[config.mk]
export PLATFORM = sky130hd
export DESIGN_NAME = sorted_priority_queue_flat
export DESIGN_NICKNAME = d
export VERILOG_FILES = /design/src/spq_pkg.sv /design/src/spq_if.sv /design/src/sorted_priority_queue.sv /design/src/spq_ram.sv /design/src/flat_wrapper.sv
export SDC_FILE = /design/constraint.sdc
export NUM_CORES = 1
export LEC_CHECK = 0
export BUFFER_PORTS_ARGS = -buffer_cell sky130_fd_sc_hd__buf_2
export CAP_MARGIN = 20
export CORE_MARGIN = 2
export CORE_UTILIZATION = 55
export CTS_CLUSTER_SIZE = 12
export DETAILED_ROUTE_END_ITERATION = 8
export PLACE_DENSITY = 0.7
export SKIP_LAST_GASP = 1
export SLEW_MARGIN = 5
export SYNTH_ARGS = -nofsm -noshare
export SYNTH_HDL_FRONTEND = slang
export SYNTH_SLANG_ARGS = --single-unit
[constraint.sdc]
create_clock -name clk -period 13.8 [get_ports clk]
set_input_delay 0.69 -clock clk [delete_from_list [all_inputs] [get_ports clk]]
set_output_delay 0.69 -clock clk [all_outputs]
set_load 0.1 [all_outputs]
[src/spq_pkg.sv]
`default_nettype none

package spq_pkg;

  localparam int unsigned ValueWidth = 32;
  localparam int unsigned PrioWidth  = 8;
  localparam int unsigned CmdWidth   = 2;
  localparam int unsigned StatWidth  = 2;
  localparam int unsigned FillWidth  = 4;

  localparam logic [CmdWidth-1:0] CMD_ENQUEUE = 2'd0;
  localparam logic [CmdWidth-1:0] CMD_DEQUEUE = 2'd1;
  localparam logic [CmdWidth-1:0] CMD_PEEK    = 2'd2;

  localparam logic [StatWidth-1:0] ST_OK    = 2'd0;
  localparam logic [StatWidth-1:0] ST_FULL  = 2'd1;
  localparam logic [StatWidth-1:0] ST_EMPTY = 2'd2;

  typedef struct packed {
    logic signed [ValueWidth-1:0] value;
    logic [PrioWidth-1:0]         prio;
  } entry_t;

endpackage

`default_nettype wire

[src/spq_if.sv]
`default_nettype none

interface spq_req_if;
  logic                                  valid;
  logic                                  ready;
  logic [spq_pkg::CmdWidth-1:0]          command;
  logic signed [spq_pkg::ValueWidth-1:0] item_value;
  logic [spq_pkg::PrioWidth-1:0]         item_priority;

  modport source (output valid, command, item_value, item_priority, input ready);
  modport sink (input valid, command, item_value, item_priority, output ready);
endinterface

interface spq_rsp_if;
  logic                                  valid;
  logic                                  ready;
  logic [spq_pkg::StatWidth-1:0]         status;
  logic                                  head_valid;
  logic signed [spq_pkg::ValueWidth-1:0] head_value;
  logic [spq_pkg::PrioWidth-1:0]         head_priority;
  logic [spq_pkg::FillWidth-1:0]         fill_count;

  modport source (output valid, status, head_valid, head_value, head_priority,
                  fill_count, input ready);
  modport sink (input valid, status, head_valid, head_value, head_priority,
                fill_count, output ready);
endinterface

`default_nettype wire

[src/sorted_priority_queue.sv]
// Bounded priority queue of DEPTH entries held sorted in a circular RAM, head at base.
// One beat at a time: a dequeue or peek reads the head (S_HEAD), then gives the result;
// an enqueue walks from the tail toward the head, moving each lower-priority entry
// back one slot, each by a RAM read (S_READ), then a compare and write (S_CMP);
// the new entry is written where the walk stops, or at the head (S_PUT) when
// every held entry moves or the queue is empty. Full, empty and unused commands
// go straight to the result. The result waits in S_RESP while the result side still
// holds the previous beat. The request side is ready again as soon as the result
// is handed to the output register.
`default_nettype none

module sorted_priority_queue #(
  parameter int unsigned DEPTH = 8
) (
  input wire logic clk,
  input wire logic rst,
  spq_req_if.sink   request,
  spq_rsp_if.source result
);

  import spq_pkg::*;

  localparam int unsigned AW = $clog2(DEPTH);
  localparam int unsigned CW = $clog2(DEPTH + 1);

  typedef enum logic [2:0] {
    S_IDLE,
    S_READ,
    S_CMP,
    S_PUT,
    S_HEAD,
    S_RESP
  } state_t;

  state_t state;

  logic [AW-1:0]   base;
  logic [CW-1:0]   count;
  logic [AW-1:0]   pos;
  logic [CmdWidth-1:0] cmd;
  entry_t          item;

  logic [StatWidth-1:0]  res_status;
  logic                  res_valid;
  entry_t                res_entry;

  logic            ram_we;
  logic [AW-1:0]   ram_waddr;
  entry_t          ram_wdata;
  logic [AW-1:0]   ram_raddr;
  entry_t          ram_rdata;

  function automatic logic [AW-1:0] slot(input logic [AW-1:0] b, input logic [AW-1:0] off);
    logic [AW:0] s;
    s = {1'b0, b} + {1'b0, off};
    if (s >= (AW+1)'(DEPTH)) begin
      s = s - (AW+1)'(DEPTH);
    end
    return s[AW-1:0];
  endfunction

  logic [AW-1:0] pos_prev;
  logic          moves;
  logic          out_free;

  assign pos_prev = pos - 1'b1;
  assign moves    = ram_rdata.prio < item.prio;
  assign out_free = !result.valid || result.ready;

  assign request.ready = (state == S_IDLE);

  always_comb begin
    ram_we    = 1'b0;
    ram_waddr = slot(base, pos);
    ram_wdata = item;
    ram_raddr = base;
    case (state)
      S_READ: ram_raddr = slot(base, pos_prev);
      S_CMP: begin
        ram_we = 1'b1;
        if (moves) begin
          ram_wdata = ram_rdata;
        end
      end
      S_PUT:   ram_we = 1'b1;
      default: ;
    endcase
  end

  spq_ram #(
    .WIDTH ($bits(entry_t)),
    .DEPTH (DEPTH)
  ) u_ram (
    .clk   (clk),
    .we    (ram_we),
    .waddr (ram_waddr),
    .wdata (ram_wdata),
    .raddr (ram_raddr),
    .rdata (ram_rdata)
  );

  always_ff @(posedge clk) begin
    if (rst) begin
      state        <= S_IDLE;
      base         <= '0;
      count        <= '0;
      result.valid <= 1'b0;
    end else begin
      if (result.valid && result.ready && state != S_RESP) begin
        result.valid <= 1'b0;
      end
      case (state)
        S_IDLE: begin
          if (request.valid) begin
            cmd        <= request.command;
            item.value <= request.item_value;
            item.prio  <= request.item_priority;
            pos        <= AW'(count);
            res_valid  <= 1'b0;
            res_entry  <= '0;
            if (request.command == CMD_ENQUEUE) begin
              if (count == CW'(DEPTH)) begin
                res_status <= ST_FULL;
                state      <= S_RESP;
              end else begin
                res_status <= ST_OK;
                state      <= (count == '0) ? S_PUT : S_READ;
              end
            end else if (request.command inside {CMD_DEQUEUE, CMD_PEEK}) begin
              if (count == '0) begin
                res_status <= ST_EMPTY;
                state      <= S_RESP;
              end else begin
                res_status <= ST_OK;
                state      <= S_HEAD;
              end
            end else begin
              res_status <= ST_OK;
              state      <= S_RESP;
            end
          end
        end
        S_READ: state <= S_CMP;
        S_CMP: begin
          if (moves) begin
            pos   <= pos_prev;
            state <= (pos_prev == '0) ? S_PUT : S_READ;
          end else begin
            count <= count + 1'b1;
            state <= S_RESP;
          end
        end
        S_PUT: begin
          count <= count + 1'b1;
          state <= S_RESP;
        end
        S_HEAD: begin
          res_valid <= 1'b1;
          res_entry <= ram_rdata;
          if (cmd == CMD_DEQUEUE) begin
            base  <= (base == AW'(DEPTH - 1)) ? '0 : base + 1'b1;
            count <= count - 1'b1;
          end
          state <= S_RESP;
        end
        S_RESP: begin
          if (out_free) begin
            result.valid         <= 1'b1;
            result.status        <= res_status;
            result.head_valid    <= res_valid;
            result.head_value    <= res_entry.value;
            result.head_priority <= res_entry.prio;
            result.fill_count    <= FillWidth'(count);
            state                <= S_IDLE;
          end
        end
        default: state <= S_IDLE;
      endcase
    end
  end

  a_count_bound: assert property (@(posedge clk) disable iff (rst)
    count <= CW'(DEPTH))
    else $error("entry count above depth");

  a_pos_bound: assert property (@(posedge clk) disable iff (rst)
    (state == S_READ || state == S_CMP || state == S_PUT) |->
      ({1'b0, pos} < (AW+1)'(count) + 1'b1))
    else $error("insert position past tail");

  a_full_result: assert property (@(posedge clk) disable iff (rst)
    (state == S_RESP && res_status == ST_FULL) |-> count == CW'(DEPTH))
    else $error("full reported on a queue with room");

  a_head_ok: assert property (@(posedge clk) disable iff (rst)
    (result.valid && result.head_valid) |-> result.status == ST_OK)
    else $error("head reported with a failing status");

  a_write_slot: assert property (@(posedge clk) disable iff (rst)
    ram_we |-> (state == S_CMP || state == S_PUT) && count != CW'(DEPTH))
    else $error("store written outside an insert");

endmodule

`default_nettype wire

[src/spq_ram.sv]
`default_nettype none

module spq_ram #(
  parameter int unsigned WIDTH = 40,
  parameter int unsigned DEPTH = 8
) (
  input  wire logic                     clk,
  input  wire logic                     we,
  input  wire logic [$clog2(DEPTH)-1:0] waddr,
  input  wire logic [WIDTH-1:0]         wdata,
  input  wire logic [$clog2(DEPTH)-1:0] raddr,
  output logic      [WIDTH-1:0]         rdata
);

  logic [WIDTH-1:0] mem [DEPTH];

  always_ff @(posedge clk) begin
    if (we) begin
      mem[waddr] <= wdata;
    end
    rdata <= mem[raddr];
  end

endmodule

`default_nettype wire

[src/flat_wrapper.sv]
// flat-port wrapper written by rule: the top's interface ports become plain ports
module sorted_priority_queue_flat import spq_pkg::*;
#(
  parameter int unsigned DEPTH = 8
)
  (clk, rst, request_valid, request_command, request_item_value, request_item_priority, request_ready, result_valid, result_status, result_head_valid, result_head_value, result_head_priority, result_fill_count, result_ready);
  spq_req_if request_i ();
  spq_rsp_if result_i ();
  input wire logic clk;
  input wire logic rst;
  input wire logic [$bits(request_i.valid)-1:0] request_valid;
  input wire logic [$bits(request_i.command)-1:0] request_command;
  input wire logic [$bits(request_i.item_value)-1:0] request_item_value;
  input wire logic [$bits(request_i.item_priority)-1:0] request_item_priority;
  output wire logic [$bits(request_i.ready)-1:0] request_ready;
  output wire logic [$bits(result_i.valid)-1:0] result_valid;
  output wire logic [$bits(result_i.status)-1:0] result_status;
  output wire logic [$bits(result_i.head_valid)-1:0] result_head_valid;
  output wire logic [$bits(result_i.head_value)-1:0] result_head_value;
  output wire logic [$bits(result_i.head_priority)-1:0] result_head_priority;
  output wire logic [$bits(result_i.fill_count)-1:0] result_fill_count;
  input wire logic [$bits(result_i.ready)-1:0] result_ready;
  assign request_i.valid = request_valid;
  assign request_i.command = request_command;
  assign request_i.item_value = request_item_value;
  assign request_i.item_priority = request_item_priority;
  assign request_ready = request_i.ready;
  assign result_valid = result_i.valid;
  assign result_status = result_i.status;
  assign result_head_valid = result_i.head_valid;
  assign result_head_value = result_i.head_value;
  assign result_head_priority = result_i.head_priority;
  assign result_fill_count = result_i.fill_count;
  assign result_i.ready = result_ready;
  sorted_priority_queue #(.DEPTH(DEPTH)) u_core (.clk(clk), .rst(rst), .request(request_i), .result(result_i));
endmodule
==> results.sh, run 1 <==
export IMPL_outcome="complete, no violations"
export IMPL_tns_ps=0
export IMPL_clkSinkCount=506
export IMPL_synthDistinctLibCells=42
export IMPL_p_per_area_nw_per_um2=170
export IMPL_drtPass1Iterations=5
export IMPL_ys_warn_count=0
export IMPL_wl_per_cell_um=21.9
export IMPL_area_delta_synth_final_pct=13.8
export IMPL_ys_seq_elements=506
export IMPL_synth_cells=974
export IMPL_die_y_um=191
export IMPL_clock_latency_ps=570
export IMPL_coreArea_um2=34500
export IMPL_dieArea_um2=36400
export IMPL_hold_end="u_core.item[22]"
export IMPL_dp_cells=1502
export IMPL_cp_end_kind="register"
export IMPL_routed_via_density=5.61
export IMPL_synth_nets=1039
export IMPL_avgSynthCellArea_um2=19.7
export IMPL_max_vdd_ir_drop_mv=0.146
export IMPL_fmax_mhz=296
export IMPL_finalMaxSlewViolations=0
export IMPL_fin_crit_sh=0.245
export IMPL_synthArstFlopShare=0
export IMPL_clock_power_share=0.336
export IMPL_synth_area_top_cells="edfxtp_1 71%, mux2_2 8.0%, dfxtp_1 5.3%, mux4_2 4.7%, mux2_1 3.3%"
export IMPL_setup_viol=0
export IMPL_post_cts_resized=0
export IMPL_synth_edf_count=455
export IMPL_drcViolationCount=0
export IMPL_path_max_fanout=33
export IMPL_drt_initial_drc_count=535
export IMPL_syn_cell_area_um2=19200
export IMPL_fillers=2409
export IMPL_cts_tree="yes"
export IMPL_cts_made_buffers=51
export IMPL_dp_hpwl_mm=18.3
export IMPL_grt_pass1_wl_mm=53.2
export IMPL_rows=68
export IMPL_clockBufferDepth=3
export IMPL_startpoint="u_core.pos[0]"
export IMPL_n_antenna_cell=0
export IMPL_p_seq_frac=0.515
export IMPL_power_switching_w=0.000922
export IMPL_fin_crit_ps=3380
export IMPL_num_io_pins=95
export IMPL_place_congestion=0.719
export IMPL_reg2reg_from="u_core.pos[0]"
export IMPL_synth_top_cell_area_share=0.711
export IMPL_start_util=0.557
export IMPL_cp_data_arrival_time_ps=3810
export IMPL_hold_buffers=0
export IMPL_numPortBuffers=94
export IMPL_cts_root_buf="clkbuf_16"
export IMPL_min_from="request_item_value[14]"
export IMPL_fin_cells=1593
export IMPL_num_nets_final=1165
export IMPL_wirelength_mm=34.9
export IMPL_seq_area_frac_synth=0.764
export IMPL_rsz0062_at_grt="false"
export IMPL_hold_viol_final=0
export IMPL_die_width_um=191
export IMPL_internal_power_w=0.00279
export IMPL_grt_use_total=0.195
export IMPL_cp_required_ps=14230
export IMPL_r2r_slack_ps=10420
export IMPL_grt_antenna_before_repair=0
export IMPL_r2r_cells=9
export IMPL_worstMarginPinSlew_ps=1000
export IMPL_vias=8932
export IMPL_drtAntennaViolNets=0
export IMPL_sw_frac_of_total=0.249
export IMPL_clk_pin_slew_worst_paths_ps=60
export IMPL_postCtsSetupBuffers=0
export IMPL_yosys_area_top_type="edfxtp_1"
export IMPL_startpoint_type="register"
export IMPL_grt_pass1_vias=9143
export IMPL_slew_headroom=0.333
export IMPL_drv_cap=0
export IMPL_cts_htree_levels=2
export IMPL_multi_input_area_um2=4410
export IMPL_leakage_nw=7.43
export IMPL_synthFlopType="edfxtp_1"
export IMPL_r2r_end="u_core.u_ram.rdata[37]"
export IMPL_p_comb_frac=0.149
export IMPL_skew_ps=20.9
export IMPL_hold_path_depth=1
export IMPL_holdCritPathClass="in2reg"
export IMPL_drive_gt1_frac=0.327
export IMPL_grt_max_degree=73
export IMPL_overflow=0
export IMPL_critPathKind="reg2reg"
export IMPL_seqCellArea_um2=14700
sequential cells by signal (all words and copies together) (netlist names):
register / cells
u_core.u_ram.mem: 320
u_core.item: 40
u_core.res_entry: 40
u_core.u_ram.rdata: 40
u_core.result.head_value: 32
u_core.result.head_priority: 8
u_core.count: 4
u_core.result.fill_count: 4
u_core.base: 3
u_core.pos: 3
u_core.state: 3
u_core.cmd: 2
u_core.res_status: 2
u_core.result.status: 2
u_core.res_valid: 1
u_core.result.head_valid: 1
u_core.result.valid: 1
power by group through the flow:
stage / logic, W / clock network [W] / registers [W]
floorplan: 0.000383 / 0 / 0.00195
global placement: 0.000544 / 0 / 0.00194
detailed placement: 0.000560 / 0 / 0.00194
CTS: 0.000562 / 0.00127 / 0.00191
global route: 0.000600 / 0.00133 / 0.00192
finish: 0.000552 / 0.00125 / 0.00191
how the worst max path moves through the flow:
stage          slack [ps]  depth (start not counted)                     end
3_5_place_dp        10310                          9   u_core.u_ram.rdata[8]
3_3_place_gp        10370                          9  u_core.u_ram.rdata[24]
6_report            10420                          9  u_core.u_ram.rdata[37]
2_1_floorplan        8500                          4           u_core.cmd[0]
4_1_cts             10330                          9   u_core.u_ram.rdata[8]
5_1_grt             10070                          9  u_core.u_ram.rdata[23]
placed cells by master, fill, tap and decap left out, types with 4 or more instances in the layout:
master	synthesis	final
nor3_2	0	5
nor3_1	9	4
mux2_1	56	56
clkinv_2	0	6
and2_1	42	42
edfxtp_1	455	455
o21ai_0	14	14
nand2_1	16	16
dfxtp_1	51	51
mux2_2	137	137
mux4_2	40	40
clkbuf_1	18	25
nor2_1	16	11
xnor2_1	5	5
ha_1	16	16
nor2b_1	5	5
nor2_4	0	5
a21oi_1	17	16
buf_2	19	94
clkbuf_16	0	52
buf_4	2	18
inv_1	17	17
through the flow:
step           hold WS (ps)  worst slack, ps  area, um2   util  total power, W
2_1_floorplan           400             8500      19200      -         0.00234
5_1_grt                 275            10070      21900  0.634         0.00386
3_3_place_gp            401            10370      20300  0.590         0.00248
6_report                292            10420      21900  0.634         0.00371
4_1_cts                 267            10330      21900  0.634         0.00375
3_5_place_dp            405            10310      20400  0.591         0.00250
Yosys cell counts, drive strengths merged, types with 2 or more instances:
cell type  number
and2           43
nand3b          2
nand2b          2
nor3b           5
edfxtp        455
o211ai          2
inv            17
xor2            3
dfxtp          51
nor2b           5
nor3            9
mux2i           3
or3             2
o21ai          14
a21oi          17
nand2          16
a211oi          3
fa              3
buf            22
mux4           40
mux2          193
nor2           16
nor4            2
ha             16
xnor2           5
clkbuf         18
cell families after synthesis:
logic type / synth area share
xor+xnor: 0.00365
buf+inv: 0.0128
flops: 0.764
fa+ha+maj: 0.0135
simple gates: 0.0317
mux: 0.162
compound gates: 0.0123
layout make-up:
| class | count | area share |
|---|---|---|
| Sequential cell | 506 | 0.672 |
| Multi-Input combinational cell | 411 | 0.202 |
| Tap cell | 455 | 0.0260 |
| Clock inverter | 11 | 0.00303 |
| Inverter | 17 | 0.00292 |
| Timing Repair Buffer | 113 | 0.0290 |
| Clock buffer | 80 | 0.0657 |
worst max-delay path: stages, from the launching register on:
cell      delay [ps]
edfxtp_1         390
inv_1             80
ha_1             300
inv_1             50
fa_1             370
xnor2_1          170
nand2_1          140
xor2_4           430
buf_4            710
mux4_2           600
per-layer routing:
layer / wire (um) / track usage
met5: 0 / 0
met2: 17100 / 0.321
met1: 15700 / 0.277
met4: 538 / 0.0492
met3: 1500 / 0.0293
Power figures use the tool's default switching activity.
==> run 2: changes to the inputs <==
--- a/config.mk
+++ b/config.mk
@@ -5,13 +5,14 @@
 export SDC_FILE = /design/constraint.sdc
 export NUM_CORES = 1
 export LEC_CHECK = 0
+export ABC_AREA = 1
 export BUFFER_PORTS_ARGS = -buffer_cell sky130_fd_sc_hd__buf_2
 export CAP_MARGIN = 20
 export CORE_MARGIN = 2
 export CORE_UTILIZATION = 55
 export CTS_CLUSTER_SIZE = 12
 export DETAILED_ROUTE_END_ITERATION = 8
-export PLACE_DENSITY = 0.7
+export PLACE_DENSITY = 0.72
 export SKIP_LAST_GASP = 1
 export SLEW_MARGIN = 5
 export SYNTH_ARGS = -nofsm -noshare
==> constraint.sdc (replaced) <==
create_clock -name clk -period 2.9 [get_ports clk]
set_input_delay 0.145 -clock clk [delete_from_list [all_inputs] [get_ports clk]]
set_output_delay 0.145 -clock clk [all_outputs]
set_load 0.1 [all_outputs]
==> run 2 against run 1 <==
  * Total power rose to 5.7 times the previous value
  * Sequential cell count did not move
  * Hold slack got worse by 120 ps
  * Clock power rose to 4.8 times the previous value
  * Worst setup slack got worse by 10000 ps
  * Design area rose by 4.1%
  * Register-to-register slack got worse by 10000 ps
  * Global-route usage rose by 2.6 points
  * Clock-buffer cell count did not move
  * Maximum frequency rose by 28%
  * Cell count rose by 42%
  * Largest cell class unchanged
  * Largest power group unchanged
==> results.sh, run 2 <==
export IMPL_drive_gt1_frac=0.129
export IMPL_ys_warn_count=0
export IMPL_synthDistinctLibCells=30
export IMPL_routed_via_density=5.30
export IMPL_clkSinkCount=506
export IMPL_r2r_slack_ps=260
export IMPL_max_stage_delay_ps=650
export IMPL_cts_htree_levels=2
export IMPL_fillers=2575
export IMPL_final_design_area_no_fill_um2=22800
export IMPL_place_congestion=0.817
export IMPL_synth_cells=1606
export IMPL_skew_ps=19.9
export IMPL_die_width_um=193
export IMPL_synth_edf_count=455
export IMPL_critPathKind="reg2reg"
export IMPL_cts_root_buf="clkbuf_16"
export IMPL_n_antenna_cell=0
export IMPL_synth_nets=1671
export IMPL_num_nets_final=1825
export IMPL_clock_latency_ps=570
export IMPL_clk_pin_slew_worst_paths_ps=60
export IMPL_rsz0062_at_grt="false"
export IMPL_synthFlopType="edfxtp_1"
export IMPL_overflow=0
export IMPL_crit_top_cell="inv_1"
export IMPL_startpoint_type="register"
export IMPL_largest_reg_flops=320
export IMPL_synth_top_cell_area_share=0.698
export IMPL_reg2reg_from="u_core.state[1]"
export IMPL_yosys_area_top_type="edfxtp_1"
export IMPL_layout_commonest_cell="edfxtp_1"
export IMPL_critical_path_slowest_cell="o21ai_0"
export IMPL_drt_initial_drc_count=1169
export IMPL_drv_cap=0
export IMPL_wl_met1_mm=17.3
export IMPL_met3_length_mm=2.85
export IMPL_dieArea_um2=37100
export IMPL_slew_headroom=0.357
export IMPL_area_delta_synth_final_pct=16.4
export IMPL_cp_required_ps=3150
export IMPL_wirelength_mm=40.4
export IMPL_start_util=0.554
export IMPL_worst_path_stages=7
export IMPL_hold_path_depth=5
export IMPL_wl_per_cell_um=17.9
export IMPL_worst_path_buf_inv=3
export IMPL_setup_viol=0
export IMPL_r2r_end="u_core.u_ram.mem[2][10]"
export IMPL_path_max_fanout=41
export IMPL_worstMarginPinSlew_ps=954
export IMPL_fin_crit_ps=2640
export IMPL_drtAntennaViolNets=0
export IMPL_coreArea_um2=35300
export IMPL_hold_viol_final=0
export IMPL_cts_made_buffers=50
export IMPL_grt_use_total=0.221
export IMPL_drtPass1Iterations=6
export IMPL_fin_crit_sh=0.910
export IMPL_grt_pass1_wl_mm=61.9
export IMPL_cp_end_kind="register"
export IMPL_hold_end="u_core.state[1]"
export IMPL_r2r_cells=7
export IMPL_synth_area_top_cells="edfxtp_1 70%, nand2_1 6.2%, dfxtp_1 5.2%, nor2_1 5.2%, o21ai_0 4.2%"
export IMPL_hold_ws_ps=170
export IMPL_numPortBuffers=94
export IMPL_final_cell_mix="455 x edfxtp_1, 324 x nand2_1, 261 x nor2_1"
export IMPL_synth_commonest_cells="455 x edfxtp_1, 325 x nand2_1, 270 x nor2_1"
export IMPL_rows=69
export IMPL_critPathTopFamily="simple AND/OR/NAND/NOR gates"
export IMPL_wl_met2_mm=19.3
export IMPL_cts_tree="yes"
export IMPL_yosys_cell_count_top_type="edfxtp_1"
export IMPL_regMostFlops="u_core.u_ram.mem"
export IMPL_ys_seq_elements=506
export IMPL_max_vdd_ir_drop_mv=0.663
export IMPL_syn_cell_area_um2=19600
export IMPL_num_io_pins=95
export IMPL_p_per_area_nw_per_um2=929
export IMPL_top_layer="met4"
export IMPL_grt_max_degree=89
export IMPL_die_y_um=193
export IMPL_holdCritPathClass="in2reg"
export IMPL_grt_pass1_vias=11529
export IMPL_vias=11972
export IMPL_clockBufferDepth=3
export IMPL_path_cells="inv_1 > nor2_1 > inv_1 > nor2_4 > nand3_4 > buf_12 > o21ai_0"
export IMPL_fmax_mhz=379
export IMPL_synthArstFlopShare=0
export IMPL_leakage_nw=8.56
export IMPL_min_from="request_valid"
export IMPL_grt_antenna_before_repair=0
export IMPL_dp_hpwl_mm=21.9
export IMPL_finalMaxSlewViolations=0
export IMPL_seq_area_frac_synth=0.751
export IMPL_outcome="complete, no violations"
export IMPL_drcViolationCount=0
export IMPL_place_area_um2=20800
export IMPL_cp_data_arrival_time_ps=2890
export IMPL_post_cts_resized=0
export IMPL_avgSynthCellArea_um2=12.2
run 2: changes by cell type after synthesis, sizes merged, moves of 5 or more:
cell / before / now
mux2: 193 / 0
mux4: 40 / 0
clkbuf: 18 / 44
nor2b: 5 / 0
nor3: 9 / 2
and2: 43 / 0
o21ai: 14 / 253
nand3: 0 / 9
nor2: 16 / 271
a21oi: 17 / 11
inv: 17 / 126
nand2: 16 / 325
buf: 22 / 28
run 2: per-layer routing:
layer,vias to the layer above,GRT usage
met4,0,0.0699
met5,-,0
li1,5754,-
met1,5707,0.300
met2,427,0.366
met3,84,0.0389
run 2: worst max path at each step:
stage	startpoint	end	slack, ps
after floorplan	u_core.pos[0]	u_core.u_ram.mem[4][0]	-600
after global placement	u_core.pos[0]	u_core.u_ram.rdata[1]	430
after detailed placement	u_core.pos[0]	u_core.u_ram.rdata[37]	290
after CTS	u_core.state[1]	u_core.u_ram.mem[1][13]	280
after global routing	u_core.state[1]	u_core.u_ram.mem[5][9]	20
final	u_core.state[1]	u_core.u_ram.mem[2][10]	260
run 2: final cells by class:
cell class	instances	area, um2	share of cell area
clock buffer	80	1440	0.0630
clock inverter	8	80.1	0.00352
inverter	126	473	0.0208
multi-input combinational	902	4140	0.182
sequential	506	14700	0.645
tap	461	577	0.0253
timing repair buffer	174	1380	0.0608
run 2: where the power goes:
| group | internal, W | total (W) | switching, W |
|---|---|---|---|
| sequential | 0.00926 | 0.00954 | 0.000279 |
| clock | 0.00347 | 0.00599 | 0.00253 |
| combinational | 0.00158 | 0.00561 | 0.00403 |
| total | 0.0143 | 0.0212 | 0.00684 |
run 2: timing repair:
item,4_1_cts,5_1_grt
hold endpoints to repair,50,0
buffers inserted,0,0
hold buffers,45,0
run 2: kinds of logic (layout without fill, tap and decap cells):
family,Yosys count,count (layout),share of synthesized area
buffers and inverters,198,388,0.0434
adder cells (fa/ha/maj),19,19,0.0133
AO/OA/AOI/OAI,269,269,0.0711
AND/OR/NAND/NOR,608,608,0.119
flip-flops,506,506,0.751
XOR/XNOR,6,6,0.00307
run 2: worst register-to-register path: cells and delay by family (launching register included):
| family | cells | cell delay, ps |
|---|---|---|
| buffers and inverters | 3 | 540 |
| AOI/OAI and AO/OA | 1 | 670 |
| and+or+nand+nor | 3 | 770 |
| DFF | 1 | 350 |
run 2: through the flow:
step / instances / setup TNS, ps / total power [W] / setup WS (ps) / util
2_1_floorplan: 1606 / -190750 / 0.0137 / -602 / -
3_3_place_gp: 2124 / 0 / 0.0150 / 432 / 0.589
3_5_place_dp: 2124 / 0 / 0.0152 / 287 / 0.589
4_1_cts: 2257 / 0 / 0.0213 / 278 / 0.645
5_1_grt: 2257 / 0 / 0.0223 / 18.4 / 0.645
6_report: 2257 / 0 / 0.0212 / 260 / 0.645
